### src/design/scfla_pkg.sv
// Shared types and constants for the size-class allocator.
// Used by the front, queue, back and top modules; depends on nothing.
package scfla_pkg;

    // default pool geometry
    localparam int NUM_CHUNKS_DEF = 16;
    localparam int NUM_BOXES_DEF  = 4;
    localparam int CHUNK_LOG_DEF  = 15;

    // fixed field widths
    localparam int ADDR_W    = 19;
    localparam int BYTES_W   = 32;
    localparam int REQ_W     = 8;
    localparam int BOX_W     = 6;
    localparam int CLASS_W   = 5;
    localparam int SIZE_W    = 4;
    localparam int COUNT_W   = 17;
    localparam int MIN_CLASS = 3;
    localparam logic [COUNT_W-1:0] COUNT_MAX = '1;

    // queue between front and back
    localparam int Q_DEPTH = 2;

    typedef enum logic [2:0] {
        ST_ALLOCATED = 3'd0,
        ST_FREED     = 3'd1,
        ST_OVERSIZE  = 3'd2,
        ST_ZERO_SIZE = 3'd3,
        ST_NO_MEMORY = 3'd4,
        ST_EXT_FREE  = 3'd5
    } status_t;

    typedef enum logic [1:0] {
        K_ALLOC,
        K_FREE,
        K_DIRECT
    } kind_t;

    // one classified request
    typedef struct packed {
        kind_t               kind;
        status_t             status;
        logic [BOX_W-1:0]    box;
        logic [CLASS_W-1:0]  cls;
        logic [ADDR_W-1:0]   addr;
    } req_t;

endpackage

### src/design/scfla_front.sv
// Front end: takes request items and classifies them into queue entries.
// Depends on scfla_pkg.
module scfla_front #(
    parameter int NUM_BOXES = scfla_pkg::NUM_BOXES_DEF,
    parameter int CHUNK_LOG = scfla_pkg::CHUNK_LOG_DEF
) (
    input  logic                           operation,
    input  logic                           external_block,
    input  logic [scfla_pkg::REQ_W-1:0]    requester,
    input  logic [scfla_pkg::BYTES_W-1:0]  byte_count,
    input  logic [scfla_pkg::ADDR_W-1:0]   block_address,
    output scfla_pkg::req_t                req
);

    localparam logic [scfla_pkg::BYTES_W-1:0] BYTES_LIMIT =
        scfla_pkg::BYTES_W'((64'(1) << CHUNK_LOG) - 64'd2);
    localparam int SEARCH_W   = CHUNK_LOG + 1;
    localparam int HOME_TAB_N = 1 << scfla_pkg::REQ_W;

    typedef logic [HOME_TAB_N-1:0][scfla_pkg::BOX_W-1:0] home_tab_t;

    // home box for every requester value, built at elaboration
    function automatic home_tab_t build_home_tab();
        home_tab_t t;
        t = '0;
        for (int i = 0; i < HOME_TAB_N; i++)
        begin
            t[i] = scfla_pkg::BOX_W'(i % NUM_BOXES);
        end
        return t;
    endfunction

    localparam home_tab_t HOME_TAB = build_home_tab();

    logic                   oversize;
    logic [SEARCH_W-1:0]    plus_one;
    logic [scfla_pkg::CLASS_W-1:0] cls;
    logic [scfla_pkg::BOX_W-1:0]   home;

    assign oversize = byte_count > BYTES_LIMIT;
    assign plus_one = SEARCH_W'(byte_count) + SEARCH_W'(1);
    assign home     = HOME_TAB[requester];

    // class = position of the top one of bytes+1, plus one, at least MIN_CLASS
    always_comb
    begin
        cls = scfla_pkg::CLASS_W'(scfla_pkg::MIN_CLASS);
        for (int i = 0; i < SEARCH_W; i++)
        begin
            if (plus_one[i] && (i + 1 > scfla_pkg::MIN_CLASS))
            begin
                cls = scfla_pkg::CLASS_W'(i + 1);
            end
        end
    end

    // build the queue entry
    always_comb
    begin
        req.box    = home;
        req.cls    = cls;
        req.addr   = block_address;
        req.kind   = scfla_pkg::K_DIRECT;
        req.status = scfla_pkg::ST_FREED;
        if (!operation)
        begin
            priority if (oversize)
            begin
                req.status = scfla_pkg::ST_OVERSIZE;
            end
            else if (byte_count == '0)
            begin
                req.status = scfla_pkg::ST_ZERO_SIZE;
            end
            else
            begin
                req.kind   = scfla_pkg::K_ALLOC;
                req.status = scfla_pkg::ST_ALLOCATED;
            end
        end
        else if (external_block)
        begin
            req.status = scfla_pkg::ST_EXT_FREE;
        end
        else
        begin
            req.kind = scfla_pkg::K_FREE;
        end
    end

endmodule

### config.mk
export PLATFORM = sky130hd
export DESIGN_NAME = scfla_front
export DESIGN_NICKNAME = d
export VERILOG_FILES = /design/src/design/scfla_pkg.sv /design/src/design/scfla_front.sv
export SDC_FILE = /design/constraint.sdc
export NUM_CORES = 1
export LEC_CHECK = 0
export BUFFER_PORTS_ARGS = -buffer_cell sky130_fd_sc_hd__buf_2
export CAP_MARGIN = 20
export CORE_AREA = 2 2 47 58
export DETAILED_ROUTE_END_ITERATION = 10
export DIE_AREA = 0 0 49 60
export GPL_ROUTABILITY_DRIVEN = 0
export PLACE_DENSITY = 0.82
export SYNTH_ARGS = -nofsm -noshare
export SYNTH_HDL_FRONTEND = slang
export SYNTH_SLANG_ARGS = --single-unit
### constraint.sdc
create_clock -name vclk -period 1.05
set_input_delay 0 -clock vclk [all_inputs]
set_output_delay 0 -clock vclk [all_outputs]
set_load 0.02 [all_outputs]
; Yosys cells after proc, flatten, opt, wreduce, memory -nomap -nowiden
; Memories as Yosys holds them, arrays and structs flattened.
; Index checks and enable logic that the tools add are counted.
[classes]
n_reduce_logical = 1
muxes = 21
add_sub_neg = 1
n_lt_le_gt_ge = 2
[ops]
columns = op, n
row1 = $gt A32 B15 Y1 const B, 1
row2 = $logic_not A32 Y1, 1
row3 = $mux W4, 8
row4 = $add A16 B1 Y16 const B, 1
row5 = $mux W3, 5
row6 = $mux W2, 5
row7 = $mux W5, 2
row8 = $lt A8 B9 Y1 const B, 1
row9 = $mux W6, 1
[word_totals]
elab_cells = 26
mem_bits_ro = 1536
output_inout_bits = 35
inputBits = 61
ff_bits = 0
mem_count = 1
[mem_list]
columns = memory, depth, word_bits, rd, rd_ports_with_merged_regs, wr, line_no
row1 = (no name shown), 256, 6, 1, 0, 0, scfla_front.sv:42  ; assign home = HOME_TAB[requester];

; Logic depth before layout (Yosys ltp)
[depth]
ltp_word = 14
ltp_mapped = 7
mapped_depth_nobuf = 6

; Worst setup path before layout
; No wires, ideal clock.
[synth_timing]
path_type = input port to output port
startpoint = input port byte_count[0] in the netlist's numbering
endpoint = output port req[20] in the netlist's numbering
path_buffers = 0
cell_stages = 6
required_time_ns = 1.050
arrival_ns = 1.539
path_slack_ns = -0.489
path_cell_list = nand3_2 nor4_4 and4_2 nand2_1 xnor2_1 a31oi_1
[synth_lines]
columns = item, line_no
row1 = from (decl), scfla_front.sv:10  ; input logic [scfla_pkg::BYTES_W-1:0] byte_count,
row2 = to (decl), scfla_front.sv:12  ; output scfla_pkg::req_t req

==> flow_summary.toml <==
[critical_path]
required_ps = 1050
path_class = "in -> out"
cp-start-kind = "input port"
cp.arrival_ps = 1410
cp_max_fo = 6
end_kind = "output pin"

[logic_synthesis]
netlist_instances = 96
yosysMostFrequentCell = "buf_4"
yosysTopAreaCell = "buf_4"
ys_types = 33
yosysSeqAreaShare_pct = 0
ys_warn_count = 0
synthTopCellsByCount = "25 x buf_4, 9 x nor2_1, 5 x nand2_1, 5 x nor4_1"
synth_top_area_share_pct = 29.4
avgSynthCellArea_um2 = 6.66
netlist_area_um2 = 639
synth_area_leaders = "buf_4 29%, xnor2_1 5.5%, nor2_1 5.3%"

[finish]
seq_cell_count = 0
diodes = 0
clkbuf_count = 0
fillers = 230
ff_latch_area_um2 = 0
final_core_util_pct = 48.9
multi_input_area_um2 = 639
area_growth_pct = 85.5
drive_above_1_share_pct = 67.9
postLayoutCellArea_um2 = 1190
final_nets = 197

[routing]
via_count = 906
ant_nets = 0
wl_per_cell_um = 16.1
finalWirelength_um = 2690
firstDrtPassIters = 4
route.detailed.drc = 0
vias_per_cell = 5.43
first_iter_violations = 32

[global_route]
grt_pass1_vias = 808
grt_pass1_wl_um = 3430
antenna_found_initial = 0
grt-ovfl-total = 0
grt.total_usage_pct = 14.4
grt_max_degree = 8

[worst_hold_path]
min-delay-start = "block_address[3]"
min_to = "req[3]"
min_path_type = "in -> out"
holdPathStages = 0

[die]
die_h_um = 60
start_util_pct = 26.3
die_w_um = 49
core_um2 = 2430
rows = 20
fp.dieArea_um2 = 2940
num_io_pins = 96

[pwr]
internal-power_mw = 0.209
p_per_area_nw_per_um2 = 352
p_switching_mw = 0.209
ir_worst_vdd_uv = 182
pwr-share-comb_pct = 100.0
leakage_nw = 0.492
p_total_mw = 0.418
clkPwrFrac_pct = 0
switching_share_pct = 50.1
power.share.sequential_pct = 0

[timing]
fmax_mhz = 708
finalSetupViolCount = 8
finalWorstSetupSlack_ps = -362
final-hold-violation-count = 0
drv_slew = 0
whs_ps = 0.00777
fin_tns_setup_ps = -1880
rsz0062_at_grt = "yes"
fin_crit_ps = 1410
finalCritPeriodShare_pct = 134

[run_status]
status = "complete, but fails checks"
violations = "setup timing"

[placement]
place_area_um2 = 917
place_hpwl_um = 1670
io_buffers = 44

[flow_run]
drv_cap = 0
-- cell families after synthesis --
kind of cell / count (synthesis) / synth area share, %
buffers and inverters: 31 / 32.9
AO/OA/AOI/OAI: 19 / 21.5
XOR/XNOR: 5 / 6.85
adder cells (fa/ha/maj): 1 / 1.57
other: 1 / 0.587
AND/OR/NAND/NOR: 39 / 36.6
-- cell type report --
type	count	area share, %
repair buffers	62	41.4
well taps	33	3.48
multi-input cells	68	53.9
inverters	4	1.27
-- power by group through the flow --
stage | clock network [mW] | registers (mW) | logic, mW
2_1_floorplan | 0 | 0 | 0.278
3_3_place_gp | 0 | 0 | 0.301
3_5_place_dp | 0 | 0 | 0.306
4_1_cts | 0 | 0 | 0.353
5_1_grt | 0 | 0 | 0.443
6_report | 0 | 0 | 0.418
-- cells in the final DEF (no fill, tap or decap), types with 4 or more instances in the layout --
| master | count |
|---|---|
| buf_4 | 19 |
| buf_2 | 23 |
| nand2_1 | 4 |
| nand4_1 | 4 |
| buf_6 | 18 |
| nor2_1 | 8 |
| conb_1 | 4 |
-- critical path, stage by stage --
cell,delay [ps]
buf_6,80
and3_4,230
and3_4,180
or4_4,110
a31oi_1,70
or4_4,430
a31oi_4,170
buf_6,130
-- worst max-delay path by stage --
stage                        from       to  slack (ps)  cells past startpoint
floorplan           byte_count[4]  req[20]        -200                      6
global placement    byte_count[0]  req[19]        -450                      8
detailed placement  byte_count[0]  req[20]        -470                      8
CTS                 byte_count[0]  req[20]        -380                      8
global route        byte_count[0]  req[19]        -530                      8
finish              byte_count[2]  req[20]        -360                      8
-- routing by layer --
| layer | vias up | wire length [µm] | GRT usage (%) |
|---|---|---|---|
| li1 | 415 | - | - |
| met1 | 422 | 936 | 15.4 |
| met2 | 53 | 1490 | 28.2 |
| met3 | 16 | 183 | 2.75 |
| met4 | 0 | 87 | 5.31 |
| met5 | - | 0 | 0 |
-- per-stage QoR --
stage                     setup slack (ps)  std cells
after global routing                  -533        167
after CTS                             -379        165
after detailed placement              -466        165
after global placement                -451        165
final                                 -362        167
after floorplan                       -204         99
-- what timing repair did --
| action | CTS | global route |
|---|---|---|
| pin swaps | 8 | 22 |
| hold buffers | 0 | 0 |
| gates resized for setup | 28 | 34 |
| setup endpoints to repair | 8 | 8 |
| buffers inserted | 0 | 2 |
No activity file was read; power rests on OpenSTA's default activity.
