--- src/design/scfla_pkg.sv ---
// Shared types and constants for the size-class allocator.
// Used by the front, queue, back and top modules; depends on nothing.
package scfla_pkg;

    // default pool geometry
    localparam int NUM_CHUNKS_DEF = 16;
    localparam int NUM_BOXES_DEF  = 4;
    localparam int CHUNK_LOG_DEF  = 15;

    // fixed field widths
    localparam int ADDR_W    = 19;
    localparam int BYTES_W   = 32;
    localparam int REQ_W     = 8;
    localparam int BOX_W     = 6;
    localparam int CLASS_W   = 5;
    localparam int SIZE_W    = 4;
    localparam int COUNT_W   = 17;
    localparam int MIN_CLASS = 3;
    localparam logic [COUNT_W-1:0] COUNT_MAX = '1;

    // queue between front and back
    localparam int Q_DEPTH = 2;

    typedef enum logic [2:0] {
        ST_ALLOCATED = 3'd0,
        ST_FREED     = 3'd1,
        ST_OVERSIZE  = 3'd2,
        ST_ZERO_SIZE = 3'd3,
        ST_NO_MEMORY = 3'd4,
        ST_EXT_FREE  = 3'd5
    } status_t;

    typedef enum logic [1:0] {
        K_ALLOC,
        K_FREE,
        K_DIRECT
    } kind_t;

    // one classified request
    typedef struct packed {
        kind_t               kind;
        status_t             status;
        logic [BOX_W-1:0]    box;
        logic [CLASS_W-1:0]  cls;
        logic [ADDR_W-1:0]   addr;
    } req_t;

endpackage

--- src/design/scfla_queue.sv ---
// Short request queue between front and back.
// Depends on scfla_pkg.
module scfla_queue (
    input  logic            clk,
    input  logic            rst_n,
    input  logic            push,
    input  scfla_pkg::req_t push_data,
    output logic            full,
    input  logic            pop,
    output logic            not_empty,
    output scfla_pkg::req_t pop_data
);

    localparam int PTR_W = $clog2(scfla_pkg::Q_DEPTH);
    localparam int CNT_W = $clog2(scfla_pkg::Q_DEPTH + 1);

    scfla_pkg::req_t    entries [scfla_pkg::Q_DEPTH];
    logic [PTR_W-1:0]   wr_ptr_reg;
    logic [PTR_W-1:0]   rd_ptr_reg;
    logic [CNT_W-1:0]   count_reg;

    assign full      = count_reg == CNT_W'(scfla_pkg::Q_DEPTH);
    assign not_empty = count_reg != '0;
    assign pop_data  = entries[rd_ptr_reg];

    // storage
    always_ff @(posedge clk)
    begin
        if (push)
        begin
            entries[wr_ptr_reg] <= push_data;
        end
    end

    // pointers and fill level
    always_ff @(posedge clk or negedge rst_n)
    begin
        if (!rst_n)
        begin
            wr_ptr_reg <= '0;
            rd_ptr_reg <= '0;
            count_reg  <= '0;
        end
        else
        begin
            if (push)
            begin
                wr_ptr_reg <= (wr_ptr_reg == PTR_W'(scfla_pkg::Q_DEPTH - 1)) ? '0
                                                                           : wr_ptr_reg + 1'b1;
            end
            if (pop)
            begin
                rd_ptr_reg <= (rd_ptr_reg == PTR_W'(scfla_pkg::Q_DEPTH - 1)) ? '0
                                                                           : rd_ptr_reg + 1'b1;
            end
            if (push && !pop)
            begin
                count_reg <= count_reg + 1'b1;
            end
            else if (pop && !push)
            begin
                count_reg <= count_reg - 1'b1;
            end
        end
    end

endmodule

--- config.mk ---
export PLATFORM = sky130hd
export DESIGN_NAME = scfla_queue
export DESIGN_NICKNAME = d
export VERILOG_FILES = /design/src/design/scfla_pkg.sv /design/src/design/scfla_queue.sv
export SDC_FILE = /design/constraint.sdc
export NUM_CORES = 1
export LEC_CHECK = 0
export BUFFER_PORTS_ARGS = -buffer_cell sky130_fd_sc_hd__buf_4
export CORE_ASPECT_RATIO = 1.1
export CORE_MARGIN = 4
export CORE_UTILIZATION = 54
export CTS_BUF_LIST = sky130_fd_sc_hd__clkbuf_8
export CTS_CLUSTER_DIAMETER = 100
export DETAILED_ROUTE_END_ITERATION = 8
export PLACE_DENSITY = 0.89
export RECOVER_POWER = 100
export SYNTH_ARGS = -nofsm -noshare
export SYNTH_HDL_FRONTEND = slang
export SYNTH_SLANG_ARGS = --single-unit
export TNS_END_PERCENT = 50
--- constraint.sdc ---
create_clock -name clk -period 3.3 [get_ports clk]
set_input_delay 0.165 -clock clk [delete_from_list [all_inputs] [get_ports clk]]
set_output_delay 0.165 -clock clk [all_outputs]
set_load 0.005 [all_outputs]
# [Word-level counts from Yosys, hierarchy flattened]
# Memory sizes are Yosys's and may differ from the RTL's.
# Cells that the tools add are included.
[totals] ram_bits=70 out_inout_bits=37 regBits=4 mem_count=1 input_bits=39
[classes] n_eq_ne=1 reduce_logical=6 n_mux=6 add_sub_neg=4
[memory_table] memory="entries" words=2 word_bits=35 rd=1 rd_clocked_by_memory_dff=0 wr=1 line_no="scfla_queue.sv:17" text="scfla_pkg::req_t entries [scfla_pkg::Q_DEPTH];"
[op_table] operator="two-way mux 1 bit" n=4
[op_table] operator="two-way mux 2 bit" n=2
[op_table] operator="nonzero test 2 bit" n=2
[op_table] operator="adder 1 bit, second input constant" n=2
[op_table] operator="adder 2 x 1 -> 2 bit, second input constant" n=1
[op_table] operator="equality test 2 bit, second input constant" n=1
[op_table] operator="logical AND 1 bit" n=2
[op_table] operator="logical NOT 1 bit" n=2
[op_table] operator="subtractor 2 x 1 -> 2 bit, second input constant" n=1

# [Logic depth before layout (Yosys ltp)]
# Gate-level depths: netlist (run 1).
[depth] depth_word=4 ltp_mapped=5 ltp_nobuf=5

# [Worst setup path after synthesis (run 1)]
# Ideal clock, no wire load.
[synth_path] kind="reg-to-reg" from="register wr_ptr_reg" to="memory entries[0][0] in the netlist's numbering (enable)" path_stages_with_launch=2 t_arrival_ns=1.973 t_required_ns=2.869 setup_time_ns=0.431 setup_slack_ns=0.895 synth_period_minus_slack_ns=2.405 cell_sequence="dfrtp_1 > nor2b_1"
[synth_lines] item="from (decl)" line_no="scfla_queue.sv:18" text="logic [PTR_W-1:0] wr_ptr_reg;"
[synth_lines] item="from (signal assigned)" line_no="scfla_queue.sv:48" text="wr_ptr_reg <= (wr_ptr_reg == PTR_W'(scfla_pkg::Q_DEPTH - 1)) ? '0"
[synth_lines] item="to (decl)" line_no="scfla_queue.sv:17"
# No word-level cell before the write port.

# [Final worst setup path (run 1)]
[layout_path] from="register wr_ptr_reg" to="memory entries[0][10] in the netlist's numbering (enable)"
# No word-level cell before the write port.

==> flow_summary.yaml, run 1 <==
setup_path:
  reg2reg_to: "entries[0][10]"
  cp_max_fo: 35
  worstSetupPathType: "register to register"
  crit_required_ns: 3.22
  cp_slowest_cell: "nor2b_2"
  crit_path_end_kind: "register"
  cp-start-kind: "register"
  worstPathCellList: "nor2b_2"
  path_buf_inv: 0
  crit_family: "simple AND/OR/NAND/NOR gates"
  rrSetupSlack_ns: 1.13
  r2r-start: "wr_ptr_reg"
  cp.arrival_ns: 2.09
  reg2reg_depth: 1
  slowest_delay_ns: 1.35
synth:
  synth_top_area_share_pct: 73.36
  ys_types: 14
  synth_top_cell_by_area: "edfxtp_1"
  mappedNetlistArea_um2: 2865
  synthXorXnorAreaFrac_pct: 1.528
  synth_nets: 165
  synth_mux_area_share_pct: 17.55
  ys_seq_area_share_pct: 76.86
  netlist_instances: 125
  synth.area.top_cells: "edfxtp_1, mux2_4, dfrtp_1"
  synth_edf_count: 70
  ys_warn_count: 0
  synth_compound_area_share_pct: 0
  yosys.area_share.simple_pct: 1.004
  synth_top_family_by_area: "multiplexers"
  async_flop_share_pct: 5.405
  yosysMostFrequentCell: "edfxtp_1"
  synth_common_cells: "edfxtp_1, mux2_4, mux2_2"
  synth_seq_cells: 74
  syn_area_per_cell_um2: 22.92
  yosys.area_share.adder_pct: 0.4367
  synth_ff_type: "edfxtp_1"
route:
  ant_nets: 0
  drcViolationCount: 0
  via_per_inst: 5.014
  wl_mm: 4.979
  drt-pass1-iter-count: 4
  vias: 1469
  initialDrtViolationCount: 53
  routedWlPerCell_um: 16.99
floorplanning:
  rows: 27
  die_h_um: 84.40
  ios: 76
  coreArea_um2: 5067
  die_w_um: 77.45
  dieArea_um2: 6536
  start_util_pct: 56.54
finish:
  largest_reg_flops: 70
  fin_nets: 270
  synthToLayoutAreaGrowth_pct: 29.08
  final_cells: 293
  drive_gt1_share_pct: 37.45
  antenna_cells: 0
  final_util_pct: 72.99
global_routing:
  grt_pass1_wl_mm: 7.527
  grt_util_all_layers_pct: 15.55
  antenna_found_initial: 0
  grt_max_degree: 37
  overflow: 0
  grt_pass1_vias: 1575
pwr:
  power_density_nw_per_um2: 743.8
  p_leak_nw: 1.399
  power.total_mw: 2.751
  ir_drop_mv: 0.5339
timing:
  fmax_mhz: 460.6
  finalSetupTns_ns: 0
  min_period_ns: 2.171
  rsz0062_at_grt: "no"
  setup_viol: 0
  worst_pin_slew_ns: 1.786
  max-slew-margin-rel_pct: -19.64
  period_share_pct: 65.79
  final-hold-violation-count: 0
  fin_ws_ns: 1.129
  skew_ns: 0.007177
  slew_violations: 72
hold_path:
  hold_class: "primary input to register"
  hold_end: "wr_ptr_reg"
  hold_depth: 2
  holdCritStartpoint: "push"
clock_tree:
  cts_resized: 0
  clk_path_buf_depth: 2
  numCtsBuffers: 9
  path_clk_slew_ns: 0.07
  postCtsSetupRepairBufs: 0
  cts_tree: "done"
  clk_latency_ns: 0.33
  clock-root-buffer: "clkbuf_8"
  cts_num_sinks: 74
  cts_max_level: 3
place:
  placed_cells_incl_taps: 254
  dp_worst_setup_slack_ns: 1.467
  dp_hpwl_mm: 3.074
  io_buffers: 75
  gp_congestion: 0.7046
status:
  outcome: "finished, violations left"
  violations: "capacitance limit, slew limit"
run:
  drv_cap: 2
worst max-delay path by stage:
stage,depth (start not counted),slack (ns),startpoint,endpoint
floorplan,1,0.90,wr_ptr_reg,entries[0][0]
global placement,2,1.51,rd_ptr_reg,pop_data[20]
detailed placement,2,1.47,rd_ptr_reg,pop_data[14]
CTS,2,1.11,rd_ptr_reg,pop_data[14]
global route,1,0.90,wr_ptr_reg,entries[0][24]
finish,1,1.13,wr_ptr_reg,entries[0][10]
placed cells by master, fill, tap and decap left out, drive strengths merged, types with 2 or more instances in the layout:
| master | instances |
|---|---|
| nor2b | 2 |
| inv | 2 |
| xor2 | 4 |
| edfxtp | 70 |
| buf | 30 |
| clkinv | 4 |
| mux2 | 35 |
| clkbuf | 54 |
| dfrtp | 4 |
| dlygate4sd3 | 23 |
area by class of cell:
| cell class | count | area (um^2) |
|---|---|---|
| repair buffers | 98 | 752.0 |
| inverters | 1 | 3.754 |
| flip-flops and latches | 74 | 2203 |
| clock inverters | 7 | 61.31 |
| fillers | 354 | 1369 |
| clock buffers | 9 | 123.9 |
| well taps | 58 | 72.57 |
| multi-input cells | 46 | 481.7 |
cell families (layout without fill, tap and decap cells):
group         Yosys count  in the layout
flops                  74             74
mux                    35             35
xor+xnor                5              5
simple gates            5              5
buf+inv                 5            115
fa+ha+maj               1              1
power by group:
group          internal, mW  switching [mW]  leakage, nW
clock                 0.341           0.302        0.100
sequential             1.26           0.136        0.703
combinational         0.430           0.284        0.596
per-layer routing:
layer,vias to the layer above,track usage (%),routed length (um)
li1,696,-,-
met1,727,15.27,1863
met2,40,29.46,2824
met3,6,5.579,231
met4,0,5.825,59
met5,-,0,0
metrics by stage:
step,cell area [um^2],hold WS (ns)
after detailed placement,3440,-0.03507
after global routing,3699,0.02559
final,3699,0.03639
after global placement,3440,-0.03588
after floorplan,2865,-0.1306
after CTS,3775,0.0006470
repair_timing:
action / in CTS / in global routing
setup endpoints to repair: 0 / 0
hold buffers: 15 / 8
hold endpoints to repair: 31 / 12
Note: power is estimated with default switching activity, not from simulation.
==> run 2, diff against run 1 <==
--- a/config.mk
+++ b/config.mk
@@ -5,14 +5,15 @@
 export SDC_FILE = /design/constraint.sdc
 export NUM_CORES = 1
 export LEC_CHECK = 0
+export ABC_AREA = 1
 export BUFFER_PORTS_ARGS = -buffer_cell sky130_fd_sc_hd__buf_4
 export CORE_ASPECT_RATIO = 1.1
 export CORE_MARGIN = 4
-export CORE_UTILIZATION = 54
+export CORE_UTILIZATION = 49
 export CTS_BUF_LIST = sky130_fd_sc_hd__clkbuf_8
 export CTS_CLUSTER_DIAMETER = 100
 export DETAILED_ROUTE_END_ITERATION = 8
-export PLACE_DENSITY = 0.89
+export PLACE_DENSITY = 0.85
 export RECOVER_POWER = 100
 export SYNTH_ARGS = -nofsm -noshare
 export SYNTH_HDL_FRONTEND = slang
==> constraint.sdc (replaced) <==
create_clock -name clk -period 1.8 [get_ports clk]
set_input_delay 0.09 -clock clk [delete_from_list [all_inputs] [get_ports clk]]
set_output_delay 0.09 -clock clk [all_outputs]
set_load 0.005 [all_outputs]
==> run 2 against run 1 <==
The flow now finishes without violations. Area after synthesis increased by 0.61%. Critical path depth rose by 4. Cell area increased by 7.3%. Final cell count up 16%. Clock skew decreased by 0.0054 ns. Critical path type is now primary input to register. Critical endpoint is now entries[1][26]. First-iteration DRC count fell by 15%. Power is 93% higher. Count of clock-buffer cells in the layout is the same. Clock power rose by 100%.
==> flow_summary.yaml, run 2 <==
status:
  outcome: "completed"
global_routing:
  grt_pass1_vias: 1710
  grt_max_degree: 26
  overflow: 0
  grt_pass1_wl_mm: 8.204
  grt_util_all_layers_pct: 16.24
  antenna_found_initial: 0
timing:
  fmax_mhz: 648.4
  min_period_ns: 1.542
  worst_pin_slew_ns: 0.6701
  rsz0062_at_grt: "no"
  max-slew-margin-rel_pct: 55.32
  final-hold-violation-count: 0
  finalSetupTns_ns: 0
  period_share_pct: 85.68
  skew_ns: 0.001751
  finalHoldWorstSlack_ns: 0.1650
  setup_viol: 0
  slew_violations: 0
finish:
  drive_gt1_share_pct: 32.95
  n_fill_cell: 425
  multiInputGateArea_um2: 485.5
  fin_nets: 299
  largest_reg_flops: 70
  final_util_pct: 69.23
  antenna_cells: 0
  final_cells: 341
  layout_common_cells: "edfxtp_1, dlygate4sd3_1, clkbuf_4"
  layout_commonest_cell: "edfxtp_1"
  seqCellArea_um2: 2203
  synthToLayoutAreaGrowth_pct: 37.67
floorplanning:
  die_w_um: 81.13
  ios: 76
  rows: 29
  die_h_um: 88.45
  start_util_pct: 50.28
  dieArea_um2: 7176
  coreArea_um2: 5733
synth:
  synth_top_area_share_pct: 72.92
  ys_types: 14
  netlist_instances: 134
  synth_common_cells: "edfxtp_1, mux2_4, inv_1"
  yosys.area_share.adder_pct: 0.4340
  yosys.area_share.simple_pct: 1.432
  synth_mux_area_share_pct: 17.45
  mappedNetlistArea_um2: 2883
  syn_area_per_cell_um2: 21.51
  yosysMostFrequentCell: "edfxtp_1"
  synth_compound_area_share_pct: 0
  ys_seq_area_share_pct: 76.39
  synth_seq_cells: 74
  ys_warn_count: 0
  synth.area.top_cells: "edfxtp_1, mux2_4, dfrtp_1"
  synth_edf_count: 70
  synth_nets: 174
  synth_top_family_by_area: "multiplexers"
  synth_ff_type: "edfxtp_1"
  synth_top_cell_by_area: "edfxtp_1"
  synthXorXnorAreaFrac_pct: 0.9115
  async_flop_share_pct: 5.405
setup_path:
  cp.arrival_ns: 1.50
  cp_max_fo: 25
  rrSetupSlack_ns: 0.34
  crit_path_end_kind: "register"
  worstSetupPathType: "primary input to register"
  cp-start-kind: "primary input"
  crit_required_ns: 1.76
route:
  drt-pass1-iter-count: 4
  via_per_inst: 4.724
  routedWlPerCell_um: 16.01
  ant_nets: 0
  initialDrtViolationCount: 45
  drcViolationCount: 0
  wl_mm: 5.458
  vias: 1611
clock_tree:
  clk_latency_ns: 0.32
  numCtsBuffers: 9
  path_clk_slew_ns: 0.07
  cts_num_sinks: 74
  cts_tree: "done"
  clk_path_buf_depth: 2
  cts_max_level: 3
  clock-root-buffer: "clkbuf_8"
  postCtsSetupRepairBufs: 0
pwr:
  p_leak_nw: 1.540
  ir_drop_mv: 0.8616
  power_density_nw_per_um2: 1339
place:
  placed_cells_incl_taps: 287
  gp_congestion: 0.6764
  io_buffers: 75
  dp_hpwl_mm: 3.449
hold_path:
  hold_class: "primary input to asynchronous set/reset pin"
run:
  drv_cap: 0
run 2: cell count changes in the layout (fill, tap and decap cells not counted), moves of 2 or more:
cell / delta
dlygate4sd3_1: +15
inv_1: +9
nand2_1: +6
clkinv_2: -4
buf_12: +2
clkbuf_1: +2
xor2_1: -2
run 2: per-stage QoR:
| step | cell area, um^2 | total power, mW | worst slack [ns] |
|---|---|---|---|
| after global routing | 3969 | 5.607 | 0.1458 |
| after CTS | 4125 | 5.699 | 0.2603 |
| after detailed placement | 3542 | 4.340 | 0.4767 |
| after floorplan | 2885 | 3.599 | 0.05694 |
| after global placement | 3542 | 4.268 | 0.5351 |
| final | 3969 | 5.315 | 0.2577 |
run 2: cells by family (layout without fill, tap and decap cells):
family	Yosys count	count (layout)
muxes	35	35
DFF	74	74
and+or+nand+nor	10	10
adders and majority gates	1	1
xor gates and xnor gates	3	3
buffers and inverters	11	141
run 2: what timing repair did:
action | in CTS | in global routing
resized for setup | 0 | 0
hold endpoints to repair | 76 | 0
hold buffers | 38 | 0
run 2: report_power, final:
part	internal, mW	leakage (nW)	total, mW	switching (mW)
clock network	0.756	0.116	1.29	0.535
registers	2.30	0.703	2.41	0.111
logic	0.893	0.721	1.62	0.725
total	3.94	1.54	5.31	1.37
run 2: final timing paths:
path	start	to	cells after the start
min in group clk	pop	rd_ptr_reg	3
min reg2reg	count_reg[0]	count_reg[0]	1
max in group asynchronous	rst_n	rd_ptr_reg	2
max reg2reg	wr_ptr_reg	entries[1][26]	3
max	push	entries[1][26]	5
min	rst_n	count_reg[1]	2
run 2: per-layer routing:
layer	share of wire, %	global-route usage (%)	vias to the layer above
met5	0	0	-
met4	2.5	9.831	0
li1	-	-	761
met1	39	17.42	784
met2	54	29.42	55
met3	4.5	3.055	11
run 2: worst max-delay path, stage by stage:
cell           delay [ns]
dlygate4sd3_1        0.52
clkbuf_1             0.20
nand2_1              0.08
inv_1                0.06
clkbuf_2             0.53
run 2: area by class of cell:
cell class,instances,share of cell area [%]
Timing Repair Buffer,118,24.05
Inverter,7,0.6620
Multi-Input combinational cell,49,12.23
Clock inverter,7,1.986
Clock buffer,9,3.121
Tap cell,77,2.427
Sequential cell,74,55.52
==> run 3, diff against run 2 <==
--- a/config.mk
+++ b/config.mk
@@ -15,6 +15,7 @@
 export DETAILED_ROUTE_END_ITERATION = 8
 export PLACE_DENSITY = 0.85
 export RECOVER_POWER = 100
+export REMOVE_ABC_BUFFERS = 1
 export SYNTH_ARGS = -nofsm -noshare
 export SYNTH_HDL_FRONTEND = slang
 export SYNTH_SLANG_ARGS = --single-unit
==> run 3 against run 2 <==
Global-route usage down 0.15 points. Wire length down 0.26%. Sequential power about the same. Die area is the same. Via count is 2.6% lower. Combinational power is essentially flat. Cell area is 1.2% lower. Largest power group unchanged. Clock skew increased by 0.0032 ns. Flip-flop and latch count did not move.
==> flow_summary.yaml, run 3 (synthesis results as in run 2) <==
status:
  outcome: "completed"
setup_path:
  r2r-start: "wr_ptr_reg"
  cp.arrival_ns: 1.56
  reg2reg_to: "entries[1][6]"
  cp_max_fo: 35
  crit_required_ns: 1.75
  reg2reg_depth: 3
  rrSetupSlack_ns: 0.24
  worstSetupPathType: "primary input to register"
  crit_path_end_kind: "register"
  cp-start-kind: "primary input"
place:
  gp_congestion: 0.6543
  io_buffers: 75
  dp_hpwl_mm: 3.192
floorplanning:
  die_w_um: 81.13
  rows: 29
  start_util_pct: 50.28
  ios: 76
  dieArea_um2: 7176
  coreArea_um2: 5733
  die_h_um: 88.45
timing:
  max-slew-margin-rel_pct: 45.71
  final-hold-violation-count: 0
  finalSetupTns_ns: 0
  min_period_ns: 1.619
  period_share_pct: 89.95
  worst_pin_slew_ns: 0.8144
  rsz0062_at_grt: "no"
  skew_ns: 0.004967
  fmax_mhz: 617.6
  setup_viol: 0
  slew_violations: 0
route:
  routedWlPerCell_um: 16.15
  drt-pass1-iter-count: 4
  via_per_inst: 4.656
  vias: 1569
  drcViolationCount: 0
  wl_mm: 5.444
  initialDrtViolationCount: 76
  ant_nets: 0
global_routing:
  grt_pass1_wl_mm: 8.217
  grt_util_all_layers_pct: 16.08
  antenna_found_initial: 0
  grt_pass1_vias: 1665
  grt_max_degree: 36
  overflow: 0
pwr:
  p_leak_nw: 1.517
  power.total_mw: 5.132
  power_density_nw_per_um2: 1308
  ir_drop_mv: 1.045
clock_tree:
  path_clk_slew_ns: 0.07
  cts_tree: "done"
  numCtsBuffers: 9
  postCtsSetupRepairBufs: 0
  cts_num_sinks: 74
  clock-root-buffer: "clkbuf_8"
  clk_path_buf_depth: 2
  clk_latency_ns: 0.32
  cts_resized: 0
  cts_max_level: 3
finish:
  antenna_cells: 0
  fin_nets: 297
  layout_common_cells: "edfxtp_1, dlygate4sd3_1, clkbuf_4"
  synthToLayoutAreaGrowth_pct: 36.07
  drive_gt1_share_pct: 34.62
  largest_reg_flops: 70
  layout_commonest_cell: "edfxtp_1"
run:
  drv_cap: 0
hold_path:
  hold_class: "primary input to asynchronous set/reset pin"
==> run 3: cell types whose count changed in the layout (fill, tap and decap cells not counted), moves of 3 or more <==
cell | previous run | this run
clkbuf_1 | 13 | 10
clkbuf_4 | 33 | 36
clkinv_2 | 0 | 3
inv_1 | 11 | 8
==> run 3: worst max-delay path by stage <==
stage                from             to  depth (start not counted)
2_1_floorplan  wr_ptr_reg  entries[0][0]                          1
3_5_place_dp   rd_ptr_reg   pop_data[15]                          3
5_1_grt              push  entries[1][6]                          5
3_3_place_gp   rd_ptr_reg   pop_data[15]                          3
6_report             push  entries[1][6]                          5
4_1_cts        rd_ptr_reg   pop_data[15]                          3
==> run 3: repair_timing <==
item | 4_1_cts | 5_1_grt
hold endpoints to repair | 76 | 0
setup endpoints to repair | 0 | 0
hold buffers | 38 | 0
==> run 3: area by class of cell <==
cell class / count / area (um^2)
Timing Repair Buffer: 116 / 938.4
Clock buffer: 9 / 123.9
Clock inverter: 5 / 48.80
Inverter: 7 / 26.28
Sequential cell: 74 / 2203
Multi-Input combinational cell: 49 / 485.5
Fill cell: 417 / 1810
Tap cell: 77 / 96.34
==> run 3: metrics by stage <==
stage	cells	area (um^2)	worst slack, ns	util, %	hold WS (ns)
finish	337	3923	0.1809	68.42	0.1348
global placement	285	3540	0.5612	61.74	-0.1118
floorplan	130	2811	-0.5167	-	-0.2056
global route	337	3923	0.1114	68.42	0.1369
detailed placement	285	3540	0.5455	61.74	-0.1103
CTS	337	4093	0.1736	71.39	0.07747
==> run 3: metal layers <==
metal,track usage [%],part of all wire [%],vias up
met1,17.22,37,759
met5,0,0,-
met3,3.157,5.2,6
met2,29.57,57,52
met4,8.756,1.2,0
li1,-,-,752
==> run 3: worst max-delay path, cell delays in order <==
cell and delay (ns):
dlygate4sd3_1 0.53, clkbuf_1 0.18, nand2_1 0.08, inv_1 0.05, buf_2 0.63
==> run 3: power breakdown <==
group          internal (mW)  total [mW]  switching [mW]
registers               2.30        2.41           0.115
logic                  0.867        1.59           0.720
clock network          0.612        1.13           0.519
total                   3.78        5.13            1.35
